`config.mk`:
```
export PLATFORM = sky130hd
export DESIGN_NAME = spi_clock_divider_search_top
export DESIGN_NICKNAME = d
export VERILOG_FILES = /design/src/rtl/core/scds_pkg.sv /design/src/rtl/core/scds_div.sv /design/src/rtl/core/scds_dpath.sv /design/src/rtl/core/scds_ctrl.sv /design/src/rtl/core/spi_clock_divider_search_top.sv
export SDC_FILE = /design/constraint.sdc
export NUM_CORES = 1
export LEC_CHECK = 0
export BUFFER_PORTS_ARGS = -buffer_cell sky130_fd_sc_hd__clkbuf_2
export CAP_MARGIN = 0
export CORE_UTILIZATION = 57
export DETAILED_ROUTE_END_ITERATION = 6
export PLACE_DENSITY = 0.8
export SKIP_LAST_GASP = 1
export SYNTH_ARGS = -nofsm -noshare
export SYNTH_HDL_FRONTEND = slang
export SYNTH_SLANG_ARGS = --single-unit
export TNS_END_PERCENT = 50
```
`constraint.sdc`:
```
create_clock -name clk -period 4.9 [get_ports clk]
set_input_delay 0.735 -clock clk [delete_from_list [all_inputs] [get_ports clk]]
set_output_delay 0.735 -clock clk [all_outputs]
set_load 0.05 [all_outputs]
```
`src/rtl/core/scds_pkg.sv`:
```
// Shared types, constants and the divider word packing function for the SPI clock divider search.
package scds_pkg;

  localparam int SRC_W   = 28;
  localparam int FREQ_W  = 32;
  localparam int WORD_W  = 32;
  localparam int N_W     = 6;
  localparam int PRE_W   = 13;
  localparam int DEN_W   = 20;
  localparam int CNT_W   = 5;
  localparam int MIN_RATE_SHIFT = 19;

  localparam logic [SRC_W-1:0]  SRC_RESET     = 28'd80000000;
  localparam logic [N_W-1:0]    N_MAX         = 6'd63;
  localparam logic [PRE_W-1:0]  PRE_MAX       = 13'h1FFF;
  localparam logic [1:0]        K_LAST        = 2'd3;
  localparam logic [WORD_W-1:0] SYSCLK_WORD   = 32'h8000_0000;
  localparam logic [WORD_W-1:0] MIN_RATE_WORD = 32'h7FFF_F000;

  typedef enum logic [1:0] {
    DSEL_Q1,
    DSEL_Q2,
    DSEL_RATE
  } div_sel_t;

  typedef enum logic [3:0] {
    ST_IDLE,
    ST_CHECK,
    ST_Q1_GO,
    ST_Q1_WAIT,
    ST_Q2_GO,
    ST_Q2_WAIT,
    ST_PRE,
    ST_DEN,
    ST_RATE_GO,
    ST_RATE_WAIT,
    ST_EVAL,
    ST_DONE
  } state_t;

  typedef struct packed {
    logic     load_req;
    logic     set_sysclk;
    logic     set_minrate;
    logic     div_start;
    div_sel_t div_sel;
    logic     set_q1;
    logic     set_q2;
    logic     set_pre;
    logic     set_den;
    logic     eval;
    logic     advance;
    logic     out_load;
  } cmd_t;

  typedef struct packed {
    logic is_sysclk;
    logic is_minrate;
    logic div_done;
    logic rate_hit;
    logic last_k;
    logic last_n;
    logic out_busy;
  } status_t;

  function automatic logic [WORD_W-1:0] pack_word(input logic [PRE_W-1:0] pre,
                                                  input logic [N_W-1:0] n);
    logic [N_W:0] n1;
    n1 = {1'b0, n} + 1'b1;
    return {1'b0, pre, n, {N_W{1'b0}}, n1[N_W:1]};
  endfunction

endpackage

```
`src/rtl/core/scds_div.sv`:
```
// Restoring divider that produces one quotient bit per cycle.
module scds_div (
  input  logic                      clk,
  input  logic                      rst,
  input  logic                      start,
  input  logic [scds_pkg::SRC_W-1:0] dividend,
  input  logic [scds_pkg::SRC_W-1:0] divisor,
  output logic [scds_pkg::SRC_W-1:0] quotient,
  output logic                      done
);
  import scds_pkg::*;

  logic [SRC_W-1:0] rem;
  logic [SRC_W-1:0] quo;
  logic [SRC_W-1:0] dsr;
  logic [CNT_W-1:0] cnt;
  logic             busy;
  logic [SRC_W:0]   rem_sh;
  logic [SRC_W:0]   diff;
  logic             ge;

  assign rem_sh   = {rem, quo[SRC_W-1]};
  assign diff     = rem_sh - {1'b0, dsr};
  assign ge       = rem_sh >= {1'b0, dsr};
  assign quotient = quo;

  always_ff @(posedge clk) begin
    if (rst) begin
      busy <= 1'b0;
      done <= 1'b0;
      cnt  <= '0;
    end else begin
      done <= 1'b0;
      if (start) begin
        rem  <= '0;
        quo  <= dividend;
        dsr  <= divisor;
        cnt  <= CNT_W'(SRC_W);
        busy <= 1'b1;
      end else if (busy) begin
        rem <= ge ? diff[SRC_W-1:0] : rem_sh[SRC_W-1:0];
        quo <= {quo[SRC_W-2:0], ge};
        cnt <= cnt - 1'b1;
        if (cnt == CNT_W'(1)) begin
          busy <= 1'b0;
          done <= 1'b1;
        end
      end
    end
  end

endmodule

```
`src/rtl/core/scds_dpath.sv`:
```
// Datapath: request and configuration registers, candidate arithmetic, best match and output.
module scds_dpath (
  input  logic                        clk,
  input  logic                        rst,
  input  logic [scds_pkg::FREQ_W-1:0] requested_freq,
  input  logic                        cfg_valid,
  input  logic [scds_pkg::SRC_W-1:0]  source_clock_hz,
  input  scds_pkg::cmd_t              cmd,
  output scds_pkg::status_t           st,
  input  logic                        out_ready,
  output logic                        out_valid,
  output logic [scds_pkg::WORD_W-1:0] divider_word,
  output logic                        sysclk_select
);
  import scds_pkg::*;

  logic [SRC_W-1:0]  src;
  logic [FREQ_W-1:0] freq;
  logic [N_W-1:0]    n;
  logic [1:0]        k;
  logic [SRC_W-1:0]  q1;
  logic [SRC_W-1:0]  q2;
  logic [PRE_W-1:0]  pre;
  logic [DEN_W-1:0]  den;
  logic [SRC_W-1:0]  best_rate;
  logic [WORD_W-1:0] best_word;

  logic [SRC_W-1:0]  freq_lo;
  logic [N_W:0]      n1;
  logic [SRC_W-1:0]  div_a;
  logic [SRC_W-1:0]  div_b;
  logic [SRC_W-1:0]  rate;
  logic              div_done;
  logic [SRC_W:0]    p_sum;
  logic [PRE_W-1:0]  pre_next;
  logic [PRE_W+N_W+1:0] den_prod;
  logic [WORD_W-1:0] cand_word;

  // Inside the search the request is below the source clock, so its low bits suffice.
  assign freq_lo   = freq[SRC_W-1:0];
  assign n1        = {1'b0, n} + 1'b1;
  assign cand_word = pack_word(pre, n);

  always_comb begin
    case (cmd.div_sel)
      DSEL_Q1: begin
        div_a = src;
        div_b = SRC_W'(n1);
      end
      DSEL_Q2: begin
        div_a = q1;
        div_b = freq_lo;
      end
      DSEL_RATE: begin
        div_a = src;
        div_b = SRC_W'(den);
      end
      default: begin
        div_a = src;
        div_b = SRC_W'(n1);
      end
    endcase
  end

  scds_div u_div (
    .clk      (clk),
    .rst      (rst),
    .start    (cmd.div_start),
    .dividend (div_a),
    .divisor  (div_b),
    .quotient (rate),
    .done     (div_done)
  );

  // The prescaler is q2 - 2 + k, held between zero and its field maximum.
  assign p_sum = {1'b0, q2} + (SRC_W+1)'(k);

  always_comb begin
    if (p_sum <= (SRC_W+1)'(2)) begin
      pre_next = '0;
    end else if (p_sum > (SRC_W+1)'(PRE_MAX) + (SRC_W+1)'(2)) begin
      pre_next = PRE_MAX;
    end else begin
      pre_next = PRE_W'(p_sum - (SRC_W+1)'(2));
    end
  end

  assign den_prod = ({1'b0, pre} + 1'b1) * n1;

  assign st.is_sysclk  = freq >= FREQ_W'(src);
  assign st.is_minrate = (freq == '0) || (freq < FREQ_W'(src >> MIN_RATE_SHIFT));
  assign st.div_done   = div_done;
  assign st.rate_hit   = rate == freq_lo;
  assign st.last_k     = k == K_LAST;
  assign st.last_n     = n == N_MAX;
  assign st.out_busy   = out_valid && !out_ready;

  always_ff @(posedge clk) begin
    if (rst) begin
      src <= SRC_RESET;
    end else if (cfg_valid) begin
      src <= source_clock_hz;
    end
  end

  always_ff @(posedge clk) begin
    if (cmd.load_req) begin
      freq      <= requested_freq;
      n         <= N_W'(1);
      k         <= '0;
      best_rate <= '0;
      best_word <= '0;
    end
    if (cmd.set_sysclk) begin
      best_word <= SYSCLK_WORD;
    end
    if (cmd.set_minrate) begin
      best_word <= MIN_RATE_WORD;
    end
    if (cmd.set_q1) begin
      q1 <= rate;
    end
    if (cmd.set_q2) begin
      q2 <= rate;
    end
    if (cmd.set_pre) begin
      pre <= pre_next;
    end
    if (cmd.set_den) begin
      den <= DEN_W'(den_prod);
    end
    if (cmd.eval) begin
      if (rate == freq_lo) begin
        best_word <= cand_word;
      end else if (rate < freq_lo && rate > best_rate) begin
        best_rate <= rate;
        best_word <= cand_word;
      end
    end
    if (cmd.advance) begin
      if (k == K_LAST) begin
        k <= '0;
        n <= n + 1'b1;
      end else begin
        k <= k + 1'b1;
      end
    end
  end

  always_ff @(posedge clk) begin
    if (rst) begin
      out_valid <= 1'b0;
    end else if (cmd.out_load) begin
      out_valid <= 1'b1;
    end else if (out_ready) begin
      out_valid <= 1'b0;
    end
  end

  always_ff @(posedge clk) begin
    if (cmd.out_load) begin
      divider_word  <= best_word;
      sysclk_select <= best_word == SYSCLK_WORD;
    end
  end

endmodule

```
`src/rtl/core/scds_ctrl.sv`:
```
// Controller state machine that sequences the divider search over N and the four prescaler trials.
module scds_ctrl (
  input  logic              clk,
  input  logic              rst,
  input  logic              in_valid,
  output logic              in_ready,
  output scds_pkg::cmd_t    cmd,
  input  scds_pkg::status_t st
);
  import scds_pkg::*;

  state_t state;
  state_t state_next;

  always_ff @(posedge clk) begin
    if (rst) begin
      state <= ST_IDLE;
    end else begin
      state <= state_next;
    end
  end

  always_comb begin
    state_next = state;
    cmd        = '0;
    in_ready   = 1'b0;
    case (state)
      ST_IDLE: begin
        in_ready = 1'b1;
        if (in_valid) begin
          cmd.load_req = 1'b1;
          state_next   = ST_CHECK;
        end
      end
      ST_CHECK: begin
        if (st.is_sysclk) begin
          cmd.set_sysclk = 1'b1;
          state_next     = ST_DONE;
        end else if (st.is_minrate) begin
          cmd.set_minrate = 1'b1;
          state_next      = ST_DONE;
        end else begin
          state_next = ST_Q1_GO;
        end
      end
      ST_Q1_GO: begin
        cmd.div_start = 1'b1;
        cmd.div_sel   = DSEL_Q1;
        state_next    = ST_Q1_WAIT;
      end
      ST_Q1_WAIT: begin
        if (st.div_done) begin
          cmd.set_q1 = 1'b1;
          state_next = ST_Q2_GO;
        end
      end
      ST_Q2_GO: begin
        cmd.div_start = 1'b1;
        cmd.div_sel   = DSEL_Q2;
        state_next    = ST_Q2_WAIT;
      end
      ST_Q2_WAIT: begin
        if (st.div_done) begin
          cmd.set_q2 = 1'b1;
          state_next = ST_PRE;
        end
      end
      ST_PRE: begin
        cmd.set_pre = 1'b1;
        state_next  = ST_DEN;
      end
      ST_DEN: begin
        cmd.set_den = 1'b1;
        state_next  = ST_RATE_GO;
      end
      ST_RATE_GO: begin
        cmd.div_start = 1'b1;
        cmd.div_sel   = DSEL_RATE;
        state_next    = ST_RATE_WAIT;
      end
      ST_RATE_WAIT: begin
        if (st.div_done) begin
          state_next = ST_EVAL;
        end
      end
      ST_EVAL: begin
        cmd.eval = 1'b1;
        // An exact rate ends the search at once.
        if (st.rate_hit || (st.last_k && st.last_n)) begin
          state_next = ST_DONE;
        end else begin
          cmd.advance = 1'b1;
          state_next  = st.last_k ? ST_Q1_GO : ST_PRE;
        end
      end
      ST_DONE: begin
        if (!st.out_busy) begin
          cmd.out_load = 1'b1;
          state_next   = ST_IDLE;
        end
      end
      default: begin
        state_next = ST_IDLE;
      end
    endcase
  end

endmodule

```
`src/rtl/core/spi_clock_divider_search_top.sv`:
```
// Top level of the SPI clock divider search: controller, datapath and configuration port.
// The undivided and slowest cases skip the search; a full search runs two quotient divisions
// and four rate divisions per value of N on one shared 28-step divider.
// One item is worked on at a time; the next is taken as soon as the result sits in the output
// register. Synchronous active-high reset empties the block and sets the source clock to 80 MHz.
module spi_clock_divider_search_top (
  input  logic                        clk,
  input  logic                        rst,
  input  logic                        in_valid,
  output logic                        in_ready,
  input  logic [scds_pkg::FREQ_W-1:0] requested_freq,
  output logic                        out_valid,
  input  logic                        out_ready,
  output logic [scds_pkg::WORD_W-1:0] divider_word,
  output logic                        sysclk_select,
  input  logic                        cfg_valid,
  output logic                        cfg_ready,
  input  logic [scds_pkg::SRC_W-1:0]  source_clock_hz
);
  import scds_pkg::*;

  cmd_t    cmd;
  status_t st;

  assign cfg_ready = 1'b1;

  scds_ctrl u_ctrl (
    .clk      (clk),
    .rst      (rst),
    .in_valid (in_valid),
    .in_ready (in_ready),
    .cmd      (cmd),
    .st       (st)
  );

  scds_dpath u_dpath (
    .clk             (clk),
    .rst             (rst),
    .requested_freq  (requested_freq),
    .cfg_valid       (cfg_valid),
    .source_clock_hz (source_clock_hz),
    .cmd             (cmd),
    .st              (st),
    .out_ready       (out_ready),
    .out_valid       (out_valid),
    .divider_word    (divider_word),
    .sysclk_select   (sysclk_select)
  );

endmodule

```
==> flow_summary_export.csv <==
group,metric,value,unit
timing,fin_crit_sh,1.03,
critical_path,crit_type,"register to register",
detailed_routing,drtIter0Drc,1257,
timing,drv_slew,0,
clock_network,hold_buffers,0,
yosys,synth_nets,2299,
timing,worst_pin_slew,1040,ps
timing,layout_min_cycle_time,5060,ps
detailed_routing,finalWirelength,54000,um
floorplan,die-area,37200,sq um
yosys,async_reset_ff_frac,0,
yosys,synthCells,2005,
floorplan,fp.dieH,193,um
clock_network,cts_buffers,39,
layout,reg.largest.list,"u_dpath.best_word x32, u_dpath.divider_word x32, u_dpath.freq x32",
yosys,postSynthAreaPerCell,10.4,sq um
timing,setup_viol,4,
clock_network,clkLatencyLatePin,580,ps
detailed_routing,num_vias,16100,
timing,clock_skew,24.4,ps
min_path,hp-class,"primary input to register",
global_route,gr-total-overflow,0,
timing,hold_viol,0,
min_path,hold_path_startpoint,"requested_freq[24]",
critical_path,r2r_end,"u_dpath.den[18]$_DFFE_PP_",
timing,max_freq,198,MHz
clock_network,h-tree-depth,2,
critical_path,critical_path_peak_fanout,4,
yosys,synth-seq-area-share,0.449,
placed_design,gp_congestion,0.929,
global_route,grt_max_degree,65,
timing,relSlewSlack,0.297,
timing,rsz0062_at_grt,"true",
pwr,p_per_area,504,nW/um^2
clock_network,cts_tree,"done",
detailed_routing,wl_per_cell,20.2,um
floorplan,row_count,69,
critical_path,reg2reg_from,"u_dpath.n[0]$_DFF_P_",
yosys,synth-seq-cells,346,
yosys,synth_edf_count,240,
detailed_routing,firstDrtPassIters,7,
min_path,holdPathStages,1,
timing,worst_hold_slack,326,ps
critical_path,start_kind,"register",
status,status,"finished, violations left",
global_route,grt_pass1_vias,15800,
detailed_routing,drc,4,
layout,drive_gt1_frac,0.190,
critical_path,rr_worst_depth,19,
floorplan,core-area,35700,sq um
yosys,synth_cell_types,76,
status,violations,"design-rule violations, negative setup slack",
flow_run,maxCapViolCount,0,
floorplan,start_util,0.581,
yosys,synth_ff_type,"edfxtp_1",
critical_path,crit_arrival,5380,ps
clock_network,cts_buffer_depth,3,
min_path,min_to,"u_dpath.freq[24]$_DFFE_PP_",
layout,fin_util,0.680,
layout,fin_nets,2476,
pwr,p_leak,10.3,nW
critical_path,startpoint,"u_dpath.n[0]$_DFF_P_",
global_route,grt.total_usage,0.293,
detailed_routing,detail_route.vias_per_cell,6.01,
clock_network,cts_num_sinks,346,
pwr,vdd_drop_max,0.374,mV
layout,syn_to_final_growth,17.1,%
critical_path,r2r_slack,-160,ps
clock_network,clk_pin_slew_worst_paths,60,ps
clock_network,clockRootBuffer,"clkbuf_16",
yosys,netlist_area,20800,sq um
floorplan,boundaryPins,101,
floorplan,chipWidth,193,um
timing,layout_setup_ws,-155,ps
global_route,grt_first_pass_wirelength,83400,um
layout,antenna_cells,0,
placed_design,portBuffers,99,
detailed_routing,final_antenna_net_count,0,
yosys,ys_warn_count,0,
critical_path,worstSetupEndpointType,"register",
global_route,antenna_found_initial,0,
critical_path,crit_required,5220,ps
placed_design,dp.final_hpwl,39000,um
[critical path, cell delays in order (launching register included)]
cell and delay (ps):
dfxtp_2 350, buf_4 120, and3_1 190, nand3_2 130, xor2_4 200, nand2b_4 160, fa_1 490, fa_1 550
inv_1 50, fa_1 480, fa_1 590, ha_4 210, inv_1 70, o21bai_1 90, a21oi_2 230, o21bai_4 120
a211oi_4 350, o31ai_1 130, a21oi_1 180, xnor2_1 110
[stage by stage]
step / cell area (sq um) / total power [mW] / setup slack [ps] / setup TNS, ps / cells
2_1_floorplan: 21000 / 7.89 / -8.50 / -8.50 / 2005
3_3_place_gp: 22500 / 9.05 / -185 / -950 / 2588
3_5_place_dp: 22500 / 9.27 / -260 / -1360 / 2588
4_1_cts: 24100 / 12.2 / -41.0 / -101 / 2667
5_1_grt: 24300 / 12.9 / -264 / -1270 / 2673
6_report: 24300 / 12.3 / -155 / -313 / 2673
[worst max-delay path by stage]
stage                                     end  slack (ps)  cells past startpoint
detailed placement  u_dpath.den[17]$_DFFE_PP_        -260                     20
global route        u_dpath.den[18]$_DFFE_PP_        -260                     20
CTS                 u_dpath.den[16]$_DFFE_PP_         -40                     18
finish              u_dpath.den[18]$_DFFE_PP_        -160                     19
global placement    u_dpath.den[17]$_DFFE_PP_        -190                     20
floorplan           u_dpath.den[19]$_DFFE_PP_          -9                     19
[placed cells by master, fill, tap and decap left out, types with 15 or more instances in the layout]
| master | Yosys | layout |
|---|---|---|
| mux2_2 | 27 | 27 |
| xnor2_1 | 47 | 40 |
| nor2_1 | 201 | 183 |
| or2_2 | 19 | 18 |
| mux2i_1 | 70 | 70 |
| nand4_1 | 31 | 31 |
| o211ai_1 | 18 | 18 |
| nand2_1 | 113 | 109 |
| xor2_1 | 28 | 20 |
| nand2b_1 | 18 | 16 |
| o21ai_0 | 75 | 73 |
| a21o_1 | 56 | 56 |
| nand3_1 | 42 | 36 |
| nor4_1 | 25 | 25 |
| a22oi_1 | 15 | 15 |
| ha_1 | 169 | 154 |
| inv_1 | 212 | 206 |
| nor2_2 | 1 | 18 |
| nor3_1 | 26 | 23 |
| clkbuf_16 | 0 | 40 |
| a21oi_1 | 127 | 120 |
| clkbuf_2 | 0 | 99 |
| a2bb2oi_1 | 19 | 19 |
| and3_1 | 29 | 22 |
| dfxtp_1 | 106 | 105 |
| fa_1 | 60 | 59 |
| buf_4 | 3 | 95 |
| nor2b_1 | 23 | 23 |
| edfxtp_1 | 240 | 240 |
[kinds of logic (layout without fill, tap and decap cells)]
logic type	Yosys count	count (layout)	share of synthesized area
AO/OA/AOI/OAI	407	407	0.126
XOR/XNOR	75	75	0.0316
adder cells (fa/ha/maj)	229	229	0.160
buffers and inverters	280	487	0.0518
flip-flops	346	346	0.449
multiplexers	98	98	0.0491
other	1	1	0.000180
AND/OR/NAND/NOR	569	569	0.133
[layer usage]
metal	track usage	vias to the layer above	routed length, um
met5	0	-	0
met4	0.133	0	2260
met3	0.0464	148	3450
met2	0.489	609	26200
met1	0.375	7798	22100
li1	-	7515	-
[synth_stat cells, types with 27 or more instances]
library cell / count / area, sq um
xor2_1: 28 / 245
o21ai_0: 75 / 375
mux2i_1: 70 / 701
nor2_1: 201 / 754
clkbuf_1: 55 / 206
nand2_1: 113 / 424
nand4_1: 31 / 194
fa_1: 60 / 1200
and3_1: 29 / 181
a21oi_1: 127 / 636
dfxtp_1: 106 / 2120
mux2_2: 27 / 304
edfxtp_1: 240 / 7210
a21o_1: 56 / 420
inv_1: 212 / 796
xnor2_1: 47 / 412
nand3_1: 42 / 210
ha_1: 169 / 2110
[where the power goes]
part | leakage, nW | internal, mW | switching (mW)
Sequential | 3.08 | 4.00 | 0.606
Clock | 0.622 | 1.67 | 1.25
Combinational | 6.58 | 1.86 | 2.89
Total | 10.3 | 7.53 | 4.74
[area by class of cell]
| cell class | count | area (sq um) |
|---|---|---|
| clock buffers | 50 | 1070 |
| multi-input cells | 1379 | 11000 |
| fillers | 2638 | 11400 |
| clock inverters | 21 | 196 |
| well taps | 461 | 577 |
| repair buffers | 202 | 1310 |
| inverters | 214 | 803 |
| flip-flops and latches | 346 | 9330 |
[repair_timing]
item | CTS | global route
pin swaps | 66 | 32
gates resized for setup | 57 | 24
gates cloned | 0 | 0
buffers inserted | 8 | 6
endpoints found under the setup margin | 8 | 8
Power figures use the tool's default switching activity.
